File: config.mk
export PLATFORM = sky130hd
export DESIGN_NAME = keypad_press_classifier
export DESIGN_NICKNAME = d
export VERILOG_FILES = /design/src/hdl/kpc_pkg.sv /design/src/hdl/kpc_ram.sv /design/src/hdl/kpc_cfg.sv /design/src/hdl/kpc_front.sv /design/src/hdl/kpc_queue.sv /design/src/hdl/kpc_back.sv /design/src/hdl/keypad_press_classifier.sv
export SDC_FILE = /design/constraint.sdc
export NUM_CORES = 1
export LEC_CHECK = 0
export BUFFER_PORTS_ARGS = -buffer_cell sky130_fd_sc_hd__buf_2
export CAP_MARGIN = 20
export CORE_MARGIN = 2
export CORE_UTILIZATION = 55
export CTS_CLUSTER_SIZE = 10
export DETAILED_ROUTE_END_ITERATION = 7
export MAX_ROUTING_LAYER = met4
export PLACE_DENSITY_LB_ADDON = 0.05
export SYNTH_ARGS = -nofsm -noshare
export SYNTH_HDL_FRONTEND = slang
export SYNTH_SLANG_ARGS = --single-unit
File: constraint.sdc
create_clock -name clk_i -period 6 [get_ports clk_i]
set_clock_uncertainty 0.2 [all_clocks]
set_input_delay 0.3 -clock clk_i [delete_from_list [all_inputs] [get_ports clk_i]]
set_output_delay 0.3 -clock clk_i [all_outputs]
set_load 0.02 [all_outputs]
File: src/hdl/kpc_pkg.sv
// Shared types and constants of the keypad press classifier.
`default_nettype none

package kpc_pkg;

  // Input item kinds as they arrive on the command port.
  typedef enum logic [1:0] {
    KIND_TICK  = 2'd0,
    KIND_READ  = 2'd1,
    KIND_RESET = 2'd2
  } kind_e;

  // Operations after classification by the front end.
  typedef enum logic [1:0] {
    OP_NOP   = 2'd0,
    OP_TICK  = 2'd1,
    OP_READ  = 2'd2,
    OP_CLEAR = 2'd3
  } op_e;

  // Reported actions.
  typedef enum logic [2:0] {
    ACT_NONE       = 3'd0,
    ACT_FIRST      = 3'd1,
    ACT_SHORT_HOLD = 3'd2,
    ACT_SHORT_REL  = 3'd3,
    ACT_LONG_HOLD  = 3'd4,
    ACT_LONG_REL   = 3'd5
  } action_e;

  // Register indexes on the configuration port.
  typedef enum logic [1:0] {
    REG_SHORT_TIME = 2'd0,
    REG_LONG_TIME  = 2'd1,
    REG_LONG_MODE  = 2'd2
  } reg_e;

  // Event flag bits of one key.
  localparam logic [4:0] FL_FIRST      = 5'b00001;
  localparam logic [4:0] FL_SHORT_HOLD = 5'b00010;
  localparam logic [4:0] FL_SHORT_REL  = 5'b00100;
  localparam logic [4:0] FL_LONG_HOLD  = 5'b01000;
  localparam logic [4:0] FL_LONG_REL   = 5'b10000;

  // Reset values of the thresholds.
  localparam logic [15:0] SHORT_TIME_RST = 16'd20;
  localparam logic [15:0] LONG_TIME_RST  = 16'd1000;

  // Key field and mask widths fixed by the interface.
  localparam int unsigned LEVEL_W   = 16;
  localparam int unsigned MAX_KEY_W = 6;

  // Depth of the command queue between front and back.
  localparam int unsigned QUEUE_DEPTH = 2;

  // One classified command.
  typedef struct packed {
    op_e         op;
    logic [15:0] levels;
    logic [7:0]  ms;
    logic [3:0]  idx;
  } cmd_t;

  // Configuration seen by the back end.
  typedef struct packed {
    logic [15:0] short_time;
    logic [15:0] long_time;
    logic [15:0] long_mode_mask;
  } cfg_t;

  // One stored key entry.
  typedef struct packed {
    logic [15:0] timer;
    logic [4:0]  flags;
  } entry_t;

endpackage

`default_nettype wire

File: src/hdl/kpc_ram.sv
// Generic single-write, single-read RAM with registered read data.
`default_nettype none

module kpc_ram #(
  parameter int unsigned WIDTH = 8,
  parameter int unsigned DEPTH = 16,
  localparam int unsigned AW = (DEPTH > 1) ? $clog2(DEPTH) : 1
) (
  input  wire logic             clk_i,
  input  wire logic             we_i,
  input  wire logic [AW-1:0]    waddr_i,
  input  wire logic [WIDTH-1:0] wdata_i,
  input  wire logic             re_i,
  input  wire logic [AW-1:0]    raddr_i,
  output logic      [WIDTH-1:0] rdata_o
);

  logic [WIDTH-1:0] mem_q [DEPTH];

  // Write port and registered read port.
  always_ff @(posedge clk_i) begin
    if (we_i) begin
      mem_q[waddr_i] <= wdata_i;
    end
    if (re_i) begin
      rdata_o <= mem_q[raddr_i];
    end
  end

endmodule

`default_nettype wire

File: src/hdl/kpc_cfg.sv
// Configuration registers behind the APB-style port.
`default_nettype none

module kpc_cfg (
  input  wire logic          clk_i,
  input  wire logic          rst_ni,
  input  wire logic          psel,
  input  wire logic          penable,
  input  wire logic          pwrite,
  input  wire logic [3:0]    paddr,
  input  wire logic [31:0]   pwdata,
  output logic      [31:0]   prdata,
  output logic               pready,
  output kpc_pkg::cfg_t      cfg_o
);

  import kpc_pkg::*;

  logic [15:0] short_q;
  logic [15:0] long_q;
  logic [15:0] mode_q;
  logic        wr_en;
  reg_e        reg_sel;

  assign pready  = 1'b1;
  assign wr_en   = psel & penable & pwrite;
  assign reg_sel = reg_e'(paddr[3:2]);

  // Register writes; an address past the last register is ignored.
  always_ff @(posedge clk_i or negedge rst_ni) begin
    if (!rst_ni) begin
      short_q <= SHORT_TIME_RST;
      long_q  <= LONG_TIME_RST;
      mode_q  <= '0;
    end else if (wr_en) begin
      case (reg_sel)
        REG_SHORT_TIME: short_q <= pwdata[15:0];
        REG_LONG_TIME:  long_q  <= pwdata[15:0];
        REG_LONG_MODE:  mode_q  <= pwdata[15:0];
        default: ;
      endcase
    end
  end

  // Read data mux.
  always_comb begin
    case (reg_sel)
      REG_SHORT_TIME: prdata = {16'd0, short_q};
      REG_LONG_TIME:  prdata = {16'd0, long_q};
      REG_LONG_MODE:  prdata = {16'd0, mode_q};
      default:        prdata = '0;
    endcase
  end

  assign cfg_o = '{short_time: short_q, long_time: long_q, long_mode_mask: mode_q};

endmodule

`default_nettype wire

File: src/hdl/kpc_front.sv
// Front end: accepts command words and classifies them for the back end.
`default_nettype none

module kpc_front #(
  parameter int unsigned NUM_KEYS = 16
) (
  input  wire logic         start,
  output logic              busy,
  input  wire logic [1:0]   kind_i,
  input  wire logic [15:0]  key_levels_i,
  input  wire logic [7:0]   tick_ms_i,
  input  wire logic [3:0]   key_index_i,
  input  wire logic         queue_full_i,
  output logic              push_o,
  output kpc_pkg::cmd_t     cmd_o
);

  import kpc_pkg::*;

  logic  key_in_range;
  kind_e kind;

  assign busy         = queue_full_i;
  assign push_o       = start & ~queue_full_i;
  assign kind         = kind_e'(kind_i);
  assign key_in_range = {3'd0, key_index_i} < 7'(NUM_KEYS);

  // Classify the word; reads and resets of absent keys and the unused kind do nothing.
  always_comb begin
    cmd_o.levels = key_levels_i;
    cmd_o.ms     = tick_ms_i;
    cmd_o.idx    = key_index_i;
    case (kind)
      KIND_TICK:  cmd_o.op = OP_TICK;
      KIND_READ:  cmd_o.op = key_in_range ? OP_READ : OP_NOP;
      KIND_RESET: cmd_o.op = key_in_range ? OP_CLEAR : OP_NOP;
      default:    cmd_o.op = OP_NOP;
    endcase
  end

endmodule

`default_nettype wire

File: src/hdl/kpc_queue.sv
// Short command queue between the front end and the back end.
`default_nettype none

module kpc_queue (
  input  wire logic          clk_i,
  input  wire logic          rst_ni,
  input  wire logic          push_i,
  input  wire kpc_pkg::cmd_t push_data_i,
  input  wire logic          pop_i,
  output kpc_pkg::cmd_t      head_o,
  output logic               full_o,
  output logic               empty_o
);

  import kpc_pkg::*;

  localparam int unsigned QW = (QUEUE_DEPTH > 1) ? $clog2(QUEUE_DEPTH) : 1;
  localparam int unsigned CW = $clog2(QUEUE_DEPTH + 1);

  cmd_t          mem_q [QUEUE_DEPTH];
  logic [QW-1:0] wptr_q;
  logic [QW-1:0] rptr_q;
  logic [CW-1:0] count_q;
  logic          do_push;
  logic          do_pop;

  assign full_o  = count_q == CW'(QUEUE_DEPTH);
  assign empty_o = count_q == '0;
  assign do_push = push_i & ~full_o;
  assign do_pop  = pop_i & ~empty_o;
  assign head_o  = mem_q[rptr_q];

  // Storage of the queued words.
  always_ff @(posedge clk_i) begin
    if (do_push) begin
      mem_q[wptr_q] <= push_data_i;
    end
  end

  // Pointers wrap at the queue depth.
  always_ff @(posedge clk_i or negedge rst_ni) begin
    if (!rst_ni) begin
      wptr_q  <= '0;
      rptr_q  <= '0;
      count_q <= '0;
    end else begin
      if (do_push) begin
        wptr_q <= (wptr_q == QW'(QUEUE_DEPTH - 1)) ? '0 : QW'(wptr_q + 1'b1);
      end
      if (do_pop) begin
        rptr_q <= (rptr_q == QW'(QUEUE_DEPTH - 1)) ? '0 : QW'(rptr_q + 1'b1);
      end
      case ({do_push, do_pop})
        2'b10:   count_q <= CW'(count_q + 1'b1);
        2'b01:   count_q <= CW'(count_q - 1'b1);
        default: ;
      endcase
    end
  end

  // The fill count never passes the depth.
  a_count_bound: assert property (@(posedge clk_i) disable iff (!rst_ni)
    count_q <= CW'(QUEUE_DEPTH))
    else $error("queue count exceeds depth");

  // A pop on an empty queue is never requested.
  a_no_empty_pop: assert property (@(posedge clk_i) disable iff (!rst_ni)
    pop_i |-> !empty_o)
    else $error("pop from empty queue");

endmodule

`default_nettype wire

File: src/hdl/kpc_back.sv
// Back end: walks the key table for ticks and serves reads and key resets.
`default_nettype none

module kpc_back #(
  parameter int unsigned NUM_KEYS = 16
) (
  input  wire logic          clk_i,
  input  wire logic          rst_ni,
  input  wire kpc_pkg::cfg_t cfg_i,
  input  wire kpc_pkg::cmd_t head_i,
  input  wire logic          empty_i,
  output logic               pop_o,
  output logic               done_o,
  output logic [2:0]         action_o,
  output logic [15:0]        pending_mask_o
);

  import kpc_pkg::*;

  localparam int unsigned KW = (NUM_KEYS > 1) ? $clog2(NUM_KEYS) : 1;

  typedef enum logic [1:0] {
    S_IDLE,
    S_TICK,
    S_KEY
  } state_e;

  state_e        state_q, state_d;
  logic [KW-1:0] idx_q, idx_d;
  op_e           op_q, op_d;
  logic [15:0]   levels_q, levels_d;
  logic [7:0]    ms_q, ms_d;
  logic          done_q, done_d;
  action_e       action_q, action_d;
  logic [15:0]   mask_q, mask_d;

  logic [NUM_KEYS-1:0] entry_valid_q, entry_valid_d;
  logic [NUM_KEYS-1:0] pending_q, pending_d;

  logic          re;
  logic [KW-1:0] raddr;
  logic          we;
  entry_t        rd_data;
  entry_t        cur;
  entry_t        nxt;
  action_e       act;
  logic [MAX_KEY_W-1:0] idx_wide;
  logic          key_on;
  logic          long_mode;
  logic [16:0]   sum;
  logic [15:0]   sat;
  logic [15:0]   vis_mask;

  // Timer and flags of every key.
  kpc_ram #(
    .WIDTH ($bits(entry_t)),
    .DEPTH (NUM_KEYS)
  ) u_table (
    .clk_i   (clk_i),
    .we_i    (we),
    .waddr_i (idx_q),
    .wdata_i (nxt),
    .re_i    (re),
    .raddr_i (raddr),
    .rdata_o (rd_data)
  );

  // Key level and mode bit; keys past sixteen are always open and in short mode.
  assign idx_wide  = MAX_KEY_W'(idx_q);
  assign key_on    = (idx_wide < MAX_KEY_W'(LEVEL_W)) && levels_q[idx_wide[3:0]];
  assign long_mode = (idx_wide < MAX_KEY_W'(LEVEL_W)) &&
                     cfg_i.long_mode_mask[idx_wide[3:0]];

  // Entry update for the current key; an entry never written reads as zero.
  always_comb begin
    cur = entry_valid_q[idx_q] ? rd_data : '0;
    nxt = cur;
    act = ACT_NONE;
    sum = {1'b0, cur.timer} + {9'd0, ms_q};
    sat = sum[16] ? 16'hFFFF : sum[15:0];
    case (op_q)
      OP_TICK: begin
        if (cur.timer < cfg_i.short_time) begin
          nxt.timer = key_on ? sat : '0;
        end else if (cur.flags == '0) begin
          nxt.flags = FL_FIRST | FL_SHORT_HOLD;
        end else if (!long_mode) begin
          if (key_on) begin
            nxt.flags = cur.flags | FL_SHORT_HOLD;
          end else begin
            nxt.timer = '0;
            nxt.flags = cur.flags | FL_SHORT_REL;
          end
        end else if (cur.timer < cfg_i.long_time) begin
          if (key_on) begin
            nxt.timer = sat;
          end else begin
            nxt.timer = '0;
            nxt.flags = cur.flags | FL_SHORT_REL;
          end
        end else begin
          if (key_on) begin
            nxt.flags = cur.flags | FL_LONG_HOLD;
          end else begin
            nxt.timer = '0;
            nxt.flags = cur.flags | FL_LONG_REL;
          end
        end
      end
      OP_READ: begin
        // Highest-priority pending event; holds persist until a later event is pending.
        if ((cur.flags & FL_FIRST) != '0) begin
          act       = ACT_FIRST;
          nxt.flags = cur.flags & ~FL_FIRST;
        end else if ((cur.flags & FL_SHORT_HOLD) != '0) begin
          act = ACT_SHORT_HOLD;
          if ((cur.flags & (FL_SHORT_REL | FL_LONG_REL | FL_LONG_HOLD)) != '0) begin
            nxt.flags = cur.flags & ~FL_SHORT_HOLD;
          end
        end else if ((cur.flags & FL_LONG_HOLD) != '0) begin
          act = ACT_LONG_HOLD;
          if ((cur.flags & (FL_SHORT_REL | FL_LONG_REL)) != '0) begin
            nxt.flags = cur.flags & ~FL_LONG_HOLD;
          end
        end else if ((cur.flags & (FL_SHORT_REL | FL_LONG_REL)) != '0) begin
          act       = ((cur.flags & FL_SHORT_REL) != '0) ? ACT_SHORT_REL : ACT_LONG_REL;
          nxt.flags = '0;
        end
      end
      OP_CLEAR: begin
        nxt = '0;
      end
      default: ;
    endcase
  end

  // Per-key valid and pending bits follow each table write.
  always_comb begin
    entry_valid_d = entry_valid_q;
    pending_d     = pending_q;
    if (we) begin
      entry_valid_d[idx_q] = 1'b1;
      pending_d[idx_q]     = nxt.flags != '0;
    end
  end

  // Only the first sixteen keys show in the pending mask.
  for (genvar k = 0; k < LEVEL_W; k++) begin : g_mask
    if (k < NUM_KEYS) begin : g_key
      assign vis_mask[k] = pending_d[k];
    end else begin : g_none
      assign vis_mask[k] = 1'b0;
    end
  end

  // Sequencer: one key per cycle for a tick; a read or key reset updates its key in S_KEY.
  always_comb begin
    state_d  = state_q;
    idx_d    = idx_q;
    op_d     = op_q;
    levels_d = levels_q;
    ms_d     = ms_q;
    done_d   = 1'b0;
    action_d = action_q;
    mask_d   = mask_q;
    pop_o    = 1'b0;
    re       = 1'b0;
    raddr    = idx_q;
    we       = 1'b0;
    case (state_q)
      S_IDLE: begin
        if (!empty_i) begin
          pop_o    = 1'b1;
          op_d     = head_i.op;
          levels_d = head_i.levels;
          ms_d     = head_i.ms;
          case (head_i.op)
            OP_TICK: begin
              re      = 1'b1;
              raddr   = '0;
              idx_d   = '0;
              state_d = S_TICK;
            end
            OP_READ, OP_CLEAR: begin
              re      = 1'b1;
              raddr   = KW'(head_i.idx);
              idx_d   = KW'(head_i.idx);
              state_d = S_KEY;
            end
            default: begin
              done_d   = 1'b1;
              action_d = ACT_NONE;
              mask_d   = vis_mask;
            end
          endcase
        end
      end
      S_TICK: begin
        we = 1'b1;
        if (idx_q == KW'(NUM_KEYS - 1)) begin
          done_d   = 1'b1;
          action_d = ACT_NONE;
          mask_d   = vis_mask;
          state_d  = S_IDLE;
        end else begin
          idx_d = KW'(idx_q + 1'b1);
          re    = 1'b1;
          raddr = KW'(idx_q + 1'b1);
        end
      end
      S_KEY: begin
        we       = 1'b1;
        done_d   = 1'b1;
        action_d = act;
        mask_d   = vis_mask;
        state_d  = S_IDLE;
      end
      default: begin
        state_d = S_IDLE;
      end
    endcase
  end

  // State, per-key bits and the result word.
  always_ff @(posedge clk_i or negedge rst_ni) begin
    if (!rst_ni) begin
      state_q       <= S_IDLE;
      idx_q         <= '0;
      op_q          <= OP_NOP;
      levels_q      <= '0;
      ms_q          <= '0;
      done_q        <= 1'b0;
      action_q      <= ACT_NONE;
      mask_q        <= '0;
      entry_valid_q <= '0;
      pending_q     <= '0;
    end else begin
      state_q       <= state_d;
      idx_q         <= idx_d;
      op_q          <= op_d;
      levels_q      <= levels_d;
      ms_q          <= ms_d;
      done_q        <= done_d;
      action_q      <= action_d;
      mask_q        <= mask_d;
      entry_valid_q <= entry_valid_d;
      pending_q     <= pending_d;
    end
  end

  assign done_o         = done_q;
  assign action_o       = action_q;
  assign pending_mask_o = mask_q;

  // The last key of a tick walk produces a result on the next cycle.
  a_tick_done: assert property (@(posedge clk_i) disable iff (!rst_ni)
    (state_q == S_TICK && idx_q == KW'(NUM_KEYS - 1)) |=> (done_q && state_q == S_IDLE))
    else $error("tick walk ended without a result");

  // Only a read reports an event; tick results always carry no action.
  a_action_src: assert property (@(posedge clk_i) disable iff (!rst_ni)
    (done_q && action_q != ACT_NONE) |-> $past(state_q == S_KEY && op_q == OP_READ))
    else $error("event reported by an item that is not a read");

endmodule

`default_nettype wire

File: src/hdl/keypad_press_classifier.sv
// Top level of the keypad press classifier.
//
// Command channel: a word (kind_i, key_levels_i, tick_ms_i, key_index_i) is taken
// at a rising edge where start is high and busy is low. A tick word brings the
// sampled levels of all keys and the milliseconds since the previous tick; a read
// word returns a key's highest-priority pending event and clears it unless it is
// a hold with no later event; a reset word clears one key's timer and flags.
// Result channel: every word yields one result, shown on action_o and
// pending_mask_o for exactly one cycle while done_o is high. The receiver cannot
// stall; results are produced in word order.
// An accepted word passes through the queue to the back end, which registers the
// result once its table updates are written; a word that does nothing is answered
// straight from the queue. The back end walks the key table one key per cycle
// through a RAM with separate read and write ports and takes no new word until it
// is through with the last. A two-word queue lets the next word be accepted while
// the back end works; busy is high while that queue is full.
// Reset clears all timers, event flags and the queue at once, with no clearing
// pass, and loads the thresholds with their default values. Configuration is
// written through the APB-style port at byte addresses 0, 4 and 8.
`default_nettype none

module keypad_press_classifier #(
  parameter int unsigned NUM_KEYS = 16
) (
  input  wire logic         clk_i,
  input  wire logic         rst_ni,
  input  wire logic         start,
  output logic              busy,
  input  wire logic [1:0]   kind_i,
  input  wire logic [15:0]  key_levels_i,
  input  wire logic [7:0]   tick_ms_i,
  input  wire logic [3:0]   key_index_i,
  output logic              done_o,
  output logic [2:0]        action_o,
  output logic [15:0]       pending_mask_o,
  input  wire logic         psel,
  input  wire logic         penable,
  input  wire logic         pwrite,
  input  wire logic [3:0]   paddr,
  input  wire logic [31:0]  pwdata,
  output logic      [31:0]  prdata,
  output logic              pready
);

  import kpc_pkg::*;

  cfg_t cfg;
  cmd_t push_cmd;
  cmd_t head_cmd;
  logic push;
  logic pop;
  logic full;
  logic empty;

  // Threshold and mode registers.
  kpc_cfg u_cfg (
    .clk_i   (clk_i),
    .rst_ni  (rst_ni),
    .psel    (psel),
    .penable (penable),
    .pwrite  (pwrite),
    .paddr   (paddr),
    .pwdata  (pwdata),
    .prdata  (prdata),
    .pready  (pready),
    .cfg_o   (cfg)
  );

  // Command acceptance and classification.
  kpc_front #(
    .NUM_KEYS (NUM_KEYS)
  ) u_front (
    .start        (start),
    .busy         (busy),
    .kind_i       (kind_i),
    .key_levels_i (key_levels_i),
    .tick_ms_i    (tick_ms_i),
    .key_index_i  (key_index_i),
    .queue_full_i (full),
    .push_o       (push),
    .cmd_o        (push_cmd)
  );

  // Queue between front and back.
  kpc_queue u_queue (
    .clk_i       (clk_i),
    .rst_ni      (rst_ni),
    .push_i      (push),
    .push_data_i (push_cmd),
    .pop_i       (pop),
    .head_o      (head_cmd),
    .full_o      (full),
    .empty_o     (empty)
  );

  // Key table walker and result register.
  kpc_back #(
    .NUM_KEYS (NUM_KEYS)
  ) u_back (
    .clk_i          (clk_i),
    .rst_ni         (rst_ni),
    .cfg_i          (cfg),
    .head_i         (head_cmd),
    .empty_i        (empty),
    .pop_o          (pop),
    .done_o         (done_o),
    .action_o       (action_o),
    .pending_mask_o (pending_mask_o)
  );

endmodule

`default_nettype wire

==> results.json <==
{
  "grt_util_all_layers_pct": 26.4,
  "drive_gt1_share_pct": 15.2,
  "vias": 15500,
  "cts.sinks": 553,
  "use_met3_pct": 3.55,
  "ys_warn_count": 0,
  "placementRows": 77,
  "fin_nets": 2127,
  "fin_crit_sh_pct": 93.1,
  "startpoint_type": "flip-flop",
  "crit_top_cell": "buf_4",
  "peakVddDrop_v": 0.000635,
  "status": "finished, final reports clean",
  "grt_pass1_vias": 15300,
  "area_delta_synth_final_pct": 14.9,
  "drc": 0,
  "crit_chain": "nor2b_1 -> a21oi_2 -> nand3_1 -> nand2_1 -> buf_4 -> nand2_1 -> inv_1 -> ha_1 -> a21o_1 -> a21o_1 -> a221o_1 -> a211o_1 -> o22ai_1 -> or2_4 -> o31a_1 -> buf_4 -> a21oi_1 -> o21ai_1 -> buf_4",
  "die_w_um": 215,
  "hold_path_class": "input port to flip-flop",
  "die_h_um": 215,
  "globalRoute.busiestLayer": "met2",
  "cts_resized": 0,
  "cp_slowest_cell": "dfrtp_1",
  "final_max_slew_viol_count": 0,
  "p_leak_uw": 0.0112,
  "synth_ff_type": "edfxtp_1",
  "fin_ws_ns": 0.415,
  "cp_data_arrival_time_ns": 5.81,
  "ys_ff_latch": 553,
  "worst-path-buf-inv": 4,
  "detail-route-antenna-nets": 0,
  "fin_util_pct": 63.8,
  "relSlewSlack_pct": 29.4,
  "tightest_slew_ns": 1.05,
  "clockBufferDepth": 3,
  "die_area_um2": 46200,
  "synth_area_um2": 24500,
  "path_depth": 19,
  "cp_data_required_time_ns": 6.23,
  "synthArstFlopShare_pct": 24.6,
  "vias_per_cell": 5.87,
  "core_um2": 44000,
  "crit_family": "compound AO/OA/AOI/OAI gates",
  "cts.clk_slew.worst_paths_ns": 0.06,
  "grt_overflow": 0,
  "rr_endpoint": "u_back.u_table.mem_q[5][18]",
  "cap_violations": 0,
  "synth_edf_count": 417,
  "grt_pass1_wl_mm": 90.0,
  "fmax_mhz": 179,
  "hold_viol_final": 0,
  "place_ws_ns": 0.363,
  "clkLatencyLatePin_ns": 0.59,
  "dp_hpwl_mm": 35.5,
  "gp_congestion": 0.915,
  "reg2reg_from": "u_back.idx_q[2]",
  "port_buffers": 90,
  "cts_tree": "built",
  "setup_viol": 0,
  "r2r_slack_ns": 0.41,
  "io_pins": 126,
  "root_buffer": "clkbuf_16",
  "ys_types": 77,
  "wire_per_inst_um": 22.1,
  "period_minus_slack_ns": 5.59,
  "seq_area_frac_synth_pct": 65.1,
  "synth_area_per_cell_um2": 13.2,
  "slowest_delay_ns": 0.55,
  "placed_cell_area_um2": 25600,
  "reg2reg_depth": 19,
  "finalSetupTns_ns": 0,
  "hold_ws_ns": 0.0615,
  "startpoint": "u_back.idx_q[2]",
  "power.density_nw_per_um2": 645,
  "rsz0062_at_grt": "no",
  "cts_max_level": 3,
  "met2_usage_pct": 41.6,
  "netlist_instances": 1851,
  "antenna_found_initial": 2,
  "worstSetupPathType": "flip-flop to flip-flop",
  "drt_first_pass_iters": 5,
  "grt_start_max_net_pins": 116,
  "use_met1_pct": 36.2,
  "crit_path_end_kind": "flip-flop",
  "routed_wl_mm": 58.3,
  "cts_made_buffers": 66,
  "critical_path.max_fanout": 16,
  "drtIter0Drc": 1457,
  "final_area_um2": 28100,
  "start_util_pct": 55.6,
  "cp-endpoint": "u_back.u_table.mem_q[5][18]"
}
cells in the final DEF (no fill, tap or decap), types with 24 or more instances in the layout:
cell	Yosys	final
o21ai_0	88	87
nand3_1	51	51
clkbuf_16	0	69
a31oi_1	28	28
inv_1	69	68
o21ai_1	26	25
nand2_1	306	306
and3_1	54	54
dfrtp_1	128	128
edfxtp_1	417	417
nor2_1	25	24
mux2_2	24	24
ha_1	44	44
a311oi_1	24	24
clkbuf_1	70	26
buf_2	17	89
a21oi_1	52	49
dlygate4sd3_1	0	48
buf_4	20	50
mux2i_1	135	135
mux4_2	32	32
flip-flops by register name, indices dropped and copies added (netlist names), 2 cells and up:
name,flops
u_back.ms_q,8
u_cfg.short_q,16
u_back.idx_q,4
u_back.levels_q,16
u_queue.mem_q,60
u_back.state_q,2
u_back.u_table.rdata_o,21
u_back.action_o,3
u_queue.count_q,2
u_back.u_table.mem_q,336
u_back.entry_valid_q,16
u_cfg.long_q,16
u_cfg.mode_q,16
u_back.op_q,2
u_back.pending_q,16
u_back.pending_mask_o,16
stage by stage:
stage | cells | power (uW)
floorplan | 1866 | 12000
global placement | 2483 | 14400
detailed placement | 2483 | 14600
CTS | 2633 | 18200
global route | 2639 | 19200
finish | 2639 | 18100
cell type report:
cell class	instances	area [um^2]
Fill cell	3280	15900
Inverter	71	268
Multi-Input combinational cell	1125	7810
Clock buffer	96	1840
Timing Repair Buffer	194	1440
Antenna cell	2	5.00
Tap cell	592	741
Sequential cell	553	15900
Clock inverter	6	66.3
worst register-to-register path: stages, from the launching register on:
cell and delay [ns]:
dfrtp_1 0.55, nor2b_1 0.24, a21oi_2 0.38, nand3_1 0.21, nand2_1 0.18, buf_4 0.25, nand2_1 0.12, inv_1 0.17
ha_1 0.28, a21o_1 0.16, a21o_1 0.16, a221o_1 0.37, a211o_1 0.30, o22ai_1 0.32, or2_4 0.26, o31a_1 0.36
buf_4 0.23, a21oi_1 0.08, o21ai_1 0.35, buf_4 0.27
repair_timing:
action	4_1_cts	5_1_grt
buffers inserted	0	0
hold buffers	48	0
hold endpoints to repair	187	0
worst min-delay path by stage:
stage                          from                   end  cells after the start
final                     kind_i[0]  u_queue.mem_q[0][28]                      4
after global routing      kind_i[0]  u_queue.mem_q[0][28]                      4
after CTS                 kind_i[0]  u_queue.mem_q[0][28]                      4
after detailed placement     rst_ni    u_back.levels_q[9]                      1
after global placement       rst_ni    u_back.levels_q[9]                      1
after floorplan              rst_ni    u_back.action_o[0]                      0
power by group:
group / leakage (uW) / switching [uW] / internal (uW)
sequential: 0.00549 / 467 / 5810
clock: 0.000920 / 1460 / 2110
combinational: 0.00480 / 5300 / 2970
Yosys cell counts (11+ instances only):
cell,number,area (um^2)
nand2b_1,23,144
and3_1,54,338
nand2_1,306,1150
buf_4,20,150
o21ai_0,88,440
nor2_1,25,93.8
a21o_1,16,120
ha_1,44,551
inv_1,69,259
mux2i_1,135,1350
o311ai_1,14,123
buf_2,17,85.1
a311oi_1,24,210
clkbuf_1,70,263
a21oi_1,52,260
nor3_1,11,55.1
nand3_1,51,255
edfxtp_1,417,12500
o21ai_1,26,130
dfrtp_1,128,3200
a211oi_1,24,180
mux2_2,24,270
nand4_1,12,75.1
a31oi_1,28,175
and2_1,13,81.3
mux4_2,32,721
per-layer routing:
layer	vias to the layer above	wire, um
met5	-	0
li1	7181	-
met4	0	1240
met3	98	3300
met2	511	28100
met1	7697	25700
kinds of logic (layout without fill, tap and decap cells):
family                   after synthesis  in the layout  synth area share [%]
flip-flops                           553            553                  65.1
AND/OR/NAND/NOR                      526            526                  9.94
AO/OA/AOI/OAI                        334            334                  9.12
multiplexers                         191            191                  9.58
buffers and inverters                188            367                  3.46
adder cells (fa/ha/maj)               45             45                  2.29
XOR/XNOR                              12             12                 0.430
other                                  2             19                0.0307
(Power assumes the default switching activity.)
